==> src/hdl/alr_pkg.sv <==
// shared types and constants of the anti-aliased line rasterizer
// no dependencies
package alr_pkg;

  localparam logic OP_LOAD = 1'b0;
  localparam logic OP_STEP = 1'b1;

  localparam int CFG_BITS = 13;
  localparam logic CFG_IDX_WIDTH  = 1'b0;
  localparam logic CFG_IDX_HEIGHT = 1'b1;
  localparam logic [CFG_BITS-1:0] WIDTH_RESET  = 13'd800;
  localparam logic [CFG_BITS-1:0] HEIGHT_RESET = 13'd600;

  localparam int SHADE_BITS = 8;
  localparam logic [SHADE_BITS-1:0] SHADE_MAX = 8'd255;
  localparam int COLOUR_BITS = 24;

  // controller to datapath commands
  typedef struct packed {
    logic       load;
    logic       sq_first;
    logic       sq_sum;
    logic       root_step;
    logic       snap;
    logic       div_init;
    logic       div_step;
    logic       emit;
    logic [1:0] idx;
  } alr_cmd_t;

  // datapath to controller status
  typedef struct packed {
    logic       active;
    logic       root_last;
    logic [2:0] pix_valid;
    logic       out_free;
  } alr_status_t;

endpackage

==> src/hdl/alr_ctrl.sv <==
// sequencer of the rasterizer: load, root, per-pixel divide and emit
// depends on alr_pkg
module alr_ctrl import alr_pkg::*; (
  input  logic        clk,
  input  logic        rst_n,
  input  logic        in_tvalid,
  input  logic        in_op,
  output logic        in_tready,
  input  alr_status_t status,
  output alr_cmd_t    cmd
);

  localparam logic [2:0] S_IDLE  = 3'd0;
  localparam logic [2:0] S_SQX   = 3'd1;
  localparam logic [2:0] S_SQY   = 3'd2;
  localparam logic [2:0] S_ROOT  = 3'd3;
  localparam logic [2:0] S_DINIT = 3'd4;
  localparam logic [2:0] S_DIV   = 3'd5;
  localparam logic [2:0] S_EMIT  = 3'd6;

  logic [2:0] state_r, state_nxt;
  logic [1:0] k_r, k_nxt;
  logic [2:0] cnt_r, cnt_nxt;

  assign in_tready = (state_r == S_IDLE);

  always_comb begin
    state_nxt = state_r;
    k_nxt     = k_r;
    cnt_nxt   = cnt_r;
    cmd       = '0;
    cmd.idx   = k_r;
    unique case (state_r)
      S_IDLE: begin
        if (in_tvalid) begin
          if (in_op == OP_LOAD) begin
            cmd.load  = 1'b1;
            state_nxt = S_SQX;
          end else if (status.active) begin
            cmd.snap  = 1'b1;
            k_nxt     = 2'd0;
            state_nxt = S_DINIT;
          end
        end
      end
      S_SQX: begin
        cmd.sq_first = 1'b1;
        state_nxt    = S_SQY;
      end
      S_SQY: begin
        cmd.sq_sum = 1'b1;
        state_nxt  = S_ROOT;
      end
      S_ROOT: begin
        cmd.root_step = 1'b1;
        if (status.root_last) state_nxt = S_IDLE;
      end
      S_DINIT: begin
        cmd.div_init = 1'b1;
        cnt_nxt      = 3'd0;
        state_nxt    = S_DIV;
      end
      S_DIV: begin
        cmd.div_step = 1'b1;
        cnt_nxt      = cnt_r + 3'd1;
        if (cnt_r == 3'(SHADE_BITS - 1)) state_nxt = S_EMIT;
      end
      S_EMIT: begin
        if (status.out_free) begin
          cmd.emit = 1'b1;
          if (k_r == 2'd0 && status.pix_valid[1]) begin
            k_nxt     = 2'd1;
            state_nxt = S_DINIT;
          end else if (k_r != 2'd2 && status.pix_valid[2]) begin
            k_nxt     = 2'd2;
            state_nxt = S_DINIT;
          end else begin
            state_nxt = S_IDLE;
          end
        end
      end
      default: state_nxt = S_IDLE;
    endcase
  end

  always_ff @(posedge clk) begin
    if (!rst_n) begin
      state_r <= S_IDLE;
      k_r     <= 2'd0;
      cnt_r   <= 3'd0;
    end else begin
      state_r <= state_nxt;
      k_r     <= k_nxt;
      cnt_r   <= cnt_nxt;
    end
  end

endmodule

==> src/hdl/alr_dp.sv <==
// datapath of the rasterizer: line state, square root, shade divider, output register
// depends on alr_pkg
module alr_dp import alr_pkg::*; #(
  parameter int COORD_BITS = 13
) (
  input  logic                          clk,
  input  logic                          rst_n,
  input  alr_cmd_t                      cmd,
  output alr_status_t                   status,
  input  logic                          cfg_wen,
  input  logic                          cfg_idx,
  input  logic [CFG_BITS-1:0]           cfg_wdata,
  input  logic signed [COORD_BITS-1:0]  start_x,
  input  logic signed [COORD_BITS-1:0]  start_y,
  input  logic signed [COORD_BITS-1:0]  end_x,
  input  logic signed [COORD_BITS-1:0]  end_y,
  input  logic [COLOUR_BITS-1:0]        line_colour,
  input  logic                          out_tready,
  output logic                          out_valid,
  output logic signed [COORD_BITS-1:0]  pixel_x,
  output logic signed [COORD_BITS-1:0]  pixel_y,
  output logic [SHADE_BITS-1:0]         shade,
  output logic                          on_screen,
  output logic [COLOUR_BITS-1:0]        pixel_colour,
  output logic                          last_of_step,
  output logic                          line_done
);

  localparam int CB = COORD_BITS;
  localparam int TB = CB + 1;
  localparam int SB = CB + 1;
  localparam int EB = CB + 3;
  localparam int WB = EB + 2;
  localparam int QB = 2 * SB + 1;
  localparam int RB = CB + 2;
  localparam int NB = RB + SHADE_BITS;
  localparam int VB = ((TB > CFG_BITS) ? TB : CFG_BITS) + 1;
  localparam logic [QB-1:0] ROOT_TOP = QB'(1) << (2 * SB);

  function automatic logic [WB-1:0] mag_of(input logic signed [WB-1:0] v);
    mag_of = (v < 0) ? WB'(-v) : WB'(v);
  endfunction

  // line state
  logic [CFG_BITS-1:0]   cfg_w_r, cfg_h_r;
  logic signed [CB-1:0]  cur_x_r, cur_y_r, goal_x_r, goal_y_r;
  logic [SB-1:0]         span_x_r, span_y_r;
  logic                  sxn_r, syn_r, zero_r, active_r, done_r;
  logic signed [EB-1:0]  err_r;
  logic [RB-1:0]         ed_r;
  logic [COLOUR_BITS-1:0] colour_r;

  // root, divider and per-step pixel registers
  logic [QB-1:0]         acc_r, rem_r, root_r, bit_r;
  logic signed [TB-1:0]  px_r [0:2];
  logic signed [TB-1:0]  py_r [0:2];
  logic [WB-1:0]         mag_r [0:2];
  logic [2:0]            valid_r;
  logic [RB-1:0]         div_rem_r;
  logic [SHADE_BITS-1:0] div_low_r, q_r;
  logic                  sat_r;

  // load arithmetic
  logic signed [TB-1:0] dxl, dyl;
  logic [SB-1:0]        axl, ayl;
  assign dxl = TB'(end_x) - TB'(start_x);
  assign dyl = TB'(end_y) - TB'(start_y);
  assign axl = (dxl < 0) ? SB'(-dxl) : SB'(dxl);
  assign ayl = (dyl < 0) ? SB'(-dyl) : SB'(dyl);

  logic [SB-1:0]     sq_op;
  logic [2*SB-1:0]   sq_w;
  assign sq_op = cmd.sq_first ? span_x_r : span_y_r;
  assign sq_w  = sq_op * sq_op;

  logic [QB-1:0] trial_root, root_n;
  logic          root_take;
  assign trial_root = root_r + bit_r;
  assign root_take  = rem_r >= trial_root;
  assign root_n     = root_take ? ((root_r >> 1) + bit_r) : (root_r >> 1);

  // step evaluation
  logic signed [WB-1:0] e_w, dx_w, dy_w, ed_w, sum1, sum2, sum0, e_new;
  logic signed [TB-1:0] cx_t, cy_t, sx_t, sy_t, p1y, p2x;
  logic b1, b2, hitx, hity, mv1, mv2, done_w, v1, v2;
  assign e_w  = WB'(err_r);
  assign dx_w = signed'(WB'(span_x_r));
  assign dy_w = signed'(WB'(span_y_r));
  assign ed_w = signed'(WB'(ed_r));
  assign sum0 = e_w - dx_w + dy_w;
  assign sum1 = e_w + dy_w;
  assign sum2 = dx_w - e_w;
  assign b1   = (e_w + e_w) >= -dx_w;
  assign hitx = cur_x_r == goal_x_r;
  assign mv1  = b1 && !hitx;
  assign b2   = !(b1 && hitx) && ((e_w + e_w) <= dy_w);
  assign hity = cur_y_r == goal_y_r;
  assign mv2  = b2 && !hity;
  assign done_w = (b1 && hitx) || (b2 && hity);
  assign v1   = mv1 && (sum1 < ed_w);
  assign v2   = mv2 && (sum2 < ed_w);
  assign e_new = e_w - (mv1 ? dy_w : WB'(0)) + (mv2 ? dx_w : WB'(0));
  assign cx_t = TB'(cur_x_r);
  assign cy_t = TB'(cur_y_r);
  assign sx_t = sxn_r ? -TB'(1) : TB'(1);
  assign sy_t = syn_r ? -TB'(1) : TB'(1);
  assign p1y  = cy_t + sy_t;
  assign p2x  = cx_t + sx_t;

  // shade divider
  logic [WB-1:0] mag_s;
  logic [NB-1:0] num_w;
  logic [RB:0]   div_trial;
  logic          div_take;
  assign mag_s     = mag_r[cmd.idx];
  assign num_w     = (NB'(mag_s[RB-1:0]) << SHADE_BITS) - NB'(mag_s[RB-1:0]);
  assign div_trial = {div_rem_r, div_low_r[SHADE_BITS-1]};
  assign div_take  = div_trial >= {1'b0, ed_r};

  // screen test on the true coordinate
  logic signed [VB-1:0] pxv, pyv, wv, hv;
  logic                 last_w;
  assign pxv = VB'(px_r[cmd.idx]);
  assign pyv = VB'(py_r[cmd.idx]);
  assign wv  = signed'(VB'(cfg_w_r));
  assign hv  = signed'(VB'(cfg_h_r));
  assign last_w = (cmd.idx == 2'd2) || (cmd.idx == 2'd1 && !valid_r[2]) ||
                  (cmd.idx == 2'd0 && !valid_r[1] && !valid_r[2]);

  always_ff @(posedge clk) begin
    if (!rst_n) begin
      cfg_w_r  <= WIDTH_RESET;
      cfg_h_r  <= HEIGHT_RESET;
      cur_x_r  <= '0;
      cur_y_r  <= '0;
      goal_x_r <= '0;
      goal_y_r <= '0;
      span_x_r <= '0;
      span_y_r <= '0;
      sxn_r    <= 1'b0;
      syn_r    <= 1'b0;
      err_r    <= '0;
      ed_r     <= RB'(1);
      colour_r <= '0;
      active_r <= 1'b0;
      out_valid <= 1'b0;
    end else begin
      if (cfg_wen) begin
        if (cfg_idx == CFG_IDX_WIDTH) cfg_w_r <= cfg_wdata;
        else cfg_h_r <= cfg_wdata;
      end
      if (cmd.load) begin
        cur_x_r  <= start_x;
        cur_y_r  <= start_y;
        goal_x_r <= end_x;
        goal_y_r <= end_y;
        span_x_r <= axl;
        span_y_r <= ayl;
        sxn_r    <= !(dxl > 0);
        syn_r    <= !(dyl > 0);
        err_r    <= EB'(axl) - EB'(ayl);
        colour_r <= line_colour;
        active_r <= 1'b1;
      end
      if (cmd.root_step && bit_r[0]) ed_r <= zero_r ? RB'(1) : RB'(root_n);
      if (cmd.snap) begin
        err_r    <= EB'(e_new);
        if (mv1) cur_x_r <= CB'(p2x);
        if (mv2) cur_y_r <= CB'(p1y);
        active_r <= !done_w;
      end
      if (cmd.emit) out_valid <= 1'b1;
      else if (out_tready) out_valid <= 1'b0;
    end
  end

  always_ff @(posedge clk) begin
    if (cmd.load) zero_r <= (axl == '0) && (ayl == '0);
    if (cmd.sq_first) acc_r <= QB'(sq_w);
    if (cmd.sq_sum) begin
      rem_r  <= acc_r + QB'(sq_w);
      root_r <= '0;
      bit_r  <= ROOT_TOP;
    end
    if (cmd.root_step) begin
      if (root_take) rem_r <= rem_r - trial_root;
      root_r <= root_n;
      bit_r  <= bit_r >> 2;
    end
    if (cmd.snap) begin
      px_r[0]  <= cx_t;     py_r[0] <= cy_t;
      px_r[1]  <= cx_t;     py_r[1] <= p1y;
      px_r[2]  <= p2x;      py_r[2] <= cy_t;
      mag_r[0] <= mag_of(sum0);
      mag_r[1] <= mag_of(sum1);
      mag_r[2] <= mag_of(sum2);
      valid_r  <= {v2, v1, 1'b1};
      done_r   <= done_w;
    end
    if (cmd.div_init) begin
      sat_r     <= mag_s >= WB'(ed_r);
      div_rem_r <= RB'(num_w[NB-1:SHADE_BITS]);
      div_low_r <= num_w[SHADE_BITS-1:0];
      q_r       <= '0;
    end
    if (cmd.div_step) begin
      div_rem_r <= div_take ? RB'(div_trial - {1'b0, ed_r}) : RB'(div_trial);
      q_r       <= {q_r[SHADE_BITS-2:0], div_take};
      div_low_r <= div_low_r << 1;
    end
    if (cmd.emit) begin
      pixel_x      <= CB'(px_r[cmd.idx]);
      pixel_y      <= CB'(py_r[cmd.idx]);
      shade        <= sat_r ? SHADE_MAX : q_r;
      on_screen    <= (pxv >= 0) && (pxv < wv) && (pyv >= 0) && (pyv < hv);
      pixel_colour <= colour_r;
      last_of_step <= last_w;
      line_done    <= done_r;
    end
  end

  assign status.active    = active_r;
  assign status.root_last = bit_r[0];
  assign status.pix_valid = valid_r;
  assign status.out_free  = !out_valid || out_tready;

endmodule

==> src/hdl/antialiased_line_rasterizer.sv <==
// top level of the anti-aliased line rasterizer: controller plus datapath
// depends on alr_pkg, alr_ctrl, alr_dp
//
//   channel | dir | handshake              | contents
//   in_     | in  | in_tvalid / in_tready  | tuser op, tdata endpoints and colour
//   out_    | out | out_tvalid / out_tready| tdata pixel, tlast end of step, tuser done
//   cfg_    | in  | cfg_wen                | screen width, screen height
//
// load word: spans squared and summed, then the 2-bit-a-cycle square root
// step word: a step is snapped; each pixel (up to 3) is shaded by the divider, emitted
// a step word with no active line is taken and emits nothing
// rst_n is synchronous; the output word register is free to stall, the
// sequencer waits at emit until the previous pixel is taken
module antialiased_line_rasterizer import alr_pkg::*; #(
  parameter int COORD_BITS = 13,
  localparam int IN_BITS  = 4 * COORD_BITS + COLOUR_BITS,
  localparam int IN_W     = ((IN_BITS + 7) / 8) * 8,
  localparam int OUT_BITS = 2 * COORD_BITS + SHADE_BITS + 1 + COLOUR_BITS,
  localparam int OUT_W    = ((OUT_BITS + 7) / 8) * 8
) (
  input  logic                clk,
  input  logic                rst_n,
  input  logic                in_tvalid,
  output logic                in_tready,
  // start_x, start_y, end_x, end_y, line_colour
  input  logic [IN_W-1:0]     in_tdata,
  // op
  input  logic                in_tuser,
  output logic                out_tvalid,
  input  logic                out_tready,
  // pixel_x, pixel_y, shade, on_screen, pixel_colour
  output logic [OUT_W-1:0]    out_tdata,
  output logic                out_tlast,
  // line_done
  output logic                out_tuser,
  input  logic                cfg_wen,
  input  logic                cfg_idx,
  input  logic [CFG_BITS-1:0] cfg_wdata
);

  localparam int CB = COORD_BITS;

  alr_cmd_t    cmd;
  alr_status_t status;

  logic signed [CB-1:0]   pixel_x, pixel_y;
  logic [SHADE_BITS-1:0]  shade;
  logic                   on_screen;
  logic [COLOUR_BITS-1:0] pixel_colour;

  // sequencer; op selects load or step
  alr_ctrl u_ctrl (
    .clk       (clk),
    .rst_n     (rst_n),
    .in_tvalid (in_tvalid),
    .in_op     (in_tuser),
    .in_tready (in_tready),
    .status    (status),
    .cmd       (cmd)
  );

  // all arithmetic and the output word register
  alr_dp #(.COORD_BITS(COORD_BITS)) u_dp (
    .clk          (clk),
    .rst_n        (rst_n),
    .cmd          (cmd),
    .status       (status),
    .cfg_wen      (cfg_wen),
    .cfg_idx      (cfg_idx),
    .cfg_wdata    (cfg_wdata),
    .start_x      (in_tdata[CB-1:0]),
    .start_y      (in_tdata[2*CB-1:CB]),
    .end_x        (in_tdata[3*CB-1:2*CB]),
    .end_y        (in_tdata[4*CB-1:3*CB]),
    .line_colour  (in_tdata[4*CB+COLOUR_BITS-1:4*CB]),
    .out_tready   (out_tready),
    .out_valid    (out_tvalid),
    .pixel_x      (pixel_x),
    .pixel_y      (pixel_y),
    .shade        (shade),
    .on_screen    (on_screen),
    .pixel_colour (pixel_colour),
    .last_of_step (out_tlast),
    .line_done    (out_tuser)
  );

  // pack the output word, lowest field first, zero padded
  assign out_tdata = OUT_W'({pixel_colour, on_screen, shade, pixel_y, pixel_x});

endmodule

==> config.mk <==
export PLATFORM = sky130hd
export DESIGN_NAME = antialiased_line_rasterizer
export DESIGN_NICKNAME = d
export VERILOG_FILES = /design/src/hdl/alr_pkg.sv /design/src/hdl/alr_ctrl.sv /design/src/hdl/alr_dp.sv /design/src/hdl/antialiased_line_rasterizer.sv
export SDC_FILE = /design/constraint.sdc
export NUM_CORES = 2
export LEC_CHECK = 0
export ABC_CLOCK_PERIOD_IN_PS = 11500
export BUFFER_PORTS_ARGS = -buffer_cell sky130_fd_sc_hd__buf_2
export CELL_PAD_IN_SITES_DETAIL_PLACEMENT = 1
export CELL_PAD_IN_SITES_GLOBAL_PLACEMENT = 1
export CORE_UTILIZATION = 49
export CTS_CLUSTER_SIZE = 16
export DETAILED_ROUTE_END_ITERATION = 16
export GPL_ROUTABILITY_DRIVEN = 0
export PLACE_DENSITY_LB_ADDON = 0.1
export SETUP_SLACK_MARGIN = 0.15
export SKIP_CTS_REPAIR_TIMING = 1
export SYNTH_ARGS = -nofsm -noshare
export SYNTH_HDL_FRONTEND = slang
export SYNTH_SLANG_ARGS = --single-unit
==> constraint.sdc <==
create_clock -name clk -period 11.5 [get_ports clk]
set_clock_uncertainty 0.2 [all_clocks]
set_input_delay 0.575 -clock clk [delete_from_list [all_inputs] [get_ports clk]]
set_output_delay 0.575 -clock clk [all_outputs]
set_load 0.005 [all_outputs]
==> metrics.yaml <==
global_route:
  grt_overflow: 0
  grt_usage: 0.282
  use_met1: 0.388
  busiest_layer: "met2"
  globalRouteMet2Util: 0.479
  use_met3: 0.0283
  grt_pass1_wl_um: 184000
  grt_max_degree: 73
  grt_pass1_vias: 33700
  antenna_found_initial: 0
pwr:
  vdd_ir_drop_max_v: 0.000232
  p_leak_nw: 19.0
  switching_share: 0.464
  p_per_area_mw_per_mm2: 269
  p_int_mw: 6.24
  combPwrFrac: 0.615
  pwr-share-seq: 0.228
  switchingPower_mw: 5.41
  power_frac_clock: 0.157
final_layout:
  final_nets: 5176
  syn_to_final_growth_pct: 10.1
  diodes: 0
  post-route-cell-area_mm2: 0.0432
  drive_gt1_frac: 0.0836
  final_cells: 5594
sta:
  layout_min_cycle_time_ps: 10560
  fmax_mhz: 94.7
  setup_viol: 0
  hold_viol: 1
  relSlewSlack: 0.230
  tightest_slew_ps: 1150
  slew_violations: 0
  timing.hold.ws_ps: -15.0
  fin_tns_setup_ps: 0
  period_share: 0.918
  grt_setup_unrepaired: "false"
synthesis:
  synth_edf_count: 274
  synth-main-ff-cell: "edfxtp_1"
  ys_seq_area_frac: 0.314
  synth_area_mm2: 0.0393
  yosys-top-cells-area: "edfxtp_1, ha_1, dfxtp_1"
  netlist.area_leader.share: 0.209
  syn_avg_cell_area_um2: 9.00
  synthTopCellsByCount: "nand2_1, inv_1, ha_1, nor2_1, a21oi_1"
  synth_most_common_cell: "nand2_1"
  async_flop_share: 0
  synth_cells: 4365
  yosysUniqueCellTypes: 90
  synth_top_cell_by_area: "edfxtp_1"
  ys_ff_latch: 480
  yosys_warnings: 0
worst_setup_path:
  startpoint_type: "flip-flop"
  cp.arrival_ps: 10890
  end_kind: "flip-flop"
  critPathMaxFanout: 13
  critical_path.max_stage_delay_ps: 670
  worst_path_max_delay_cell: "a21oi_1"
  path_common_cell: "fa_1"
  rr_startpoint: "u_ctrl.state_r[1]"
  crit_type: "flip-flop to flip-flop"
  cp-startpoint: "u_ctrl.state_r[1]"
  cp.required_ps: 11830
placement:
  placement.io_buffers: 158
  dp_hpwl_um: 89700
  placed_cell_area_mm2: 0.0412
  placed_cells: 5471
min_path:
  hp-class: "input port to flip-flop"
  min_from: "in_tdata[45]"
status:
  status: "finished, violations left"
  violations: "negative hold slack"
clock_tree:
  clock_sinks: 480
  cts_max_level: 2
  insertion_delay_ps: 640
  cts_buffer_depth: 3
  cts_tree: "done"
  root_buffer: "clkbuf_16"
  clk_pin_slew_ps: 60
  cts_buffers: 56
drt:
  vias: 32200
  final_antenna_net_count: 0
  viasPerCell: 5.76
  post_drt_wl_per_cell_um: 20.6
  drc: 0
  drt_pass1_iterations: 5
  drt_first_iter_violations: 1691
  wl_um: 115000
die:
  io_pins: 168
  start_util: 0.497
  dieArea_mm2: 0.0813
  die_w_um: 285
  die_height_um: 285
  rows: 103
  coreArea_mm2: 0.0791
job:
  maxCapViolCount: 0
[cells by family after synthesis]
family,after synthesis,synth area share
multiplexers,60,0.0163
flip-flops,480,0.314
other,1,0.0000954
AO/OA/AOI/OAI,1026,0.168
XOR/XNOR,366,0.0818
AND/OR/NAND/NOR,1280,0.150
buffers and inverters,572,0.0553
adder cells (fa/ha/maj),580,0.214
[cell type report]
class                           count  area (µm²)
Clock buffer                       83        1680
Clock inverter                     23         225
Fill cell                        9209       35900
Inverter                          433        1630
Multi-Input combinational cell   3320       24900
Sequential cell                   480       12400
Tap cell                         1050        1310
Timing Repair Buffer              205        1190
[metal layers]
layer,part of all wire,routed length [µm],up-vias
met2,0.47,54500,516
met1,0.47,54300,16100
met3,0.034,3940,126
met5,0,0,-
li1,-,-,15500
met4,0.020,2320,0
[sequential cells by signal, summed over array words and instances, names as in the netlist, 14 cells and up, named ones only]
name and count:
u_dp.px_r 27, u_dp.span_x_r 14, u_dp.span_y_r 14, u_dp.err_r 16
u_dp.acc_r 27, u_dp.div_rem_r 15, u_dp.ed_r 15, u_dp.rem_r 29
u_dp.bit_r 15, u_dp.mag_r 54, u_dp.colour_r 24, u_dp.pixel_colour 24
u_dp.root_r 29, u_dp.py_r 27
[power by group through the flow]
stage          sequential, mW  combinational (mW)  clock (mW)
2_1_floorplan            2.54                5.33           0
3_3_place_gp             2.66                6.81           0
3_5_place_dp             2.68                7.05           0
4_1_cts                  2.65                7.15        1.87
5_1_grt                  2.69                7.99        1.93
6_report                 2.65                7.17        1.83
[worst paths after layout]
kind | to | slack (ps) | cells after the start
setup / recovery | u_dp.rem_r[28] | 940 | 39
hold / removal | u_dp.goal_y_r[6] | -20 | 3
setup reg to reg | u_dp.rem_r[28] | 940 | 39
hold reg to reg | u_dp.pixel_colour[1] | 230 | 0
[critical path, delay by kind of cell (launching register included)]
family | cells | cell delay, ps
compound gates | 16 | 3540
xor+xnor | 1 | 190
fa+ha+maj | 8 | 3760
buf+inv | 7 | 1040
flops | 1 | 450
simple gates | 7 | 1260
[stage by stage]
stage	setup slack (ps)	power [mW]	util	hold WS (ps)
2_1_floorplan	1400	7.87	-	200
3_3_place_gp	1150	9.47	0.520	204
3_5_place_dp	882	9.73	0.520	218
4_1_cts	799	11.7	0.544	-54.9
5_1_grt	233	12.6	0.547	0.765
6_report	939	11.7	0.547	-15.0
[layout by cell type, fill, tap and decap left out, types with 60 or more instances in the layout]
cell type	netlist	layout
xor2_1	143	143
nand2_1	475	475
a21oi_1	331	331
edfxtp_1	274	274
o21ai_0	188	188
buf_2	3	158
a21o_1	92	92
clkbuf_16	0	61
a211oi_1	60	60
nor2_1	348	347
xnor2_1	222	222
inv_1	429	426
dfxtp_1	206	205
fa_1	155	155
ha_1	425	425
nor3_1	72	71
(Power assumes the default switching activity.)
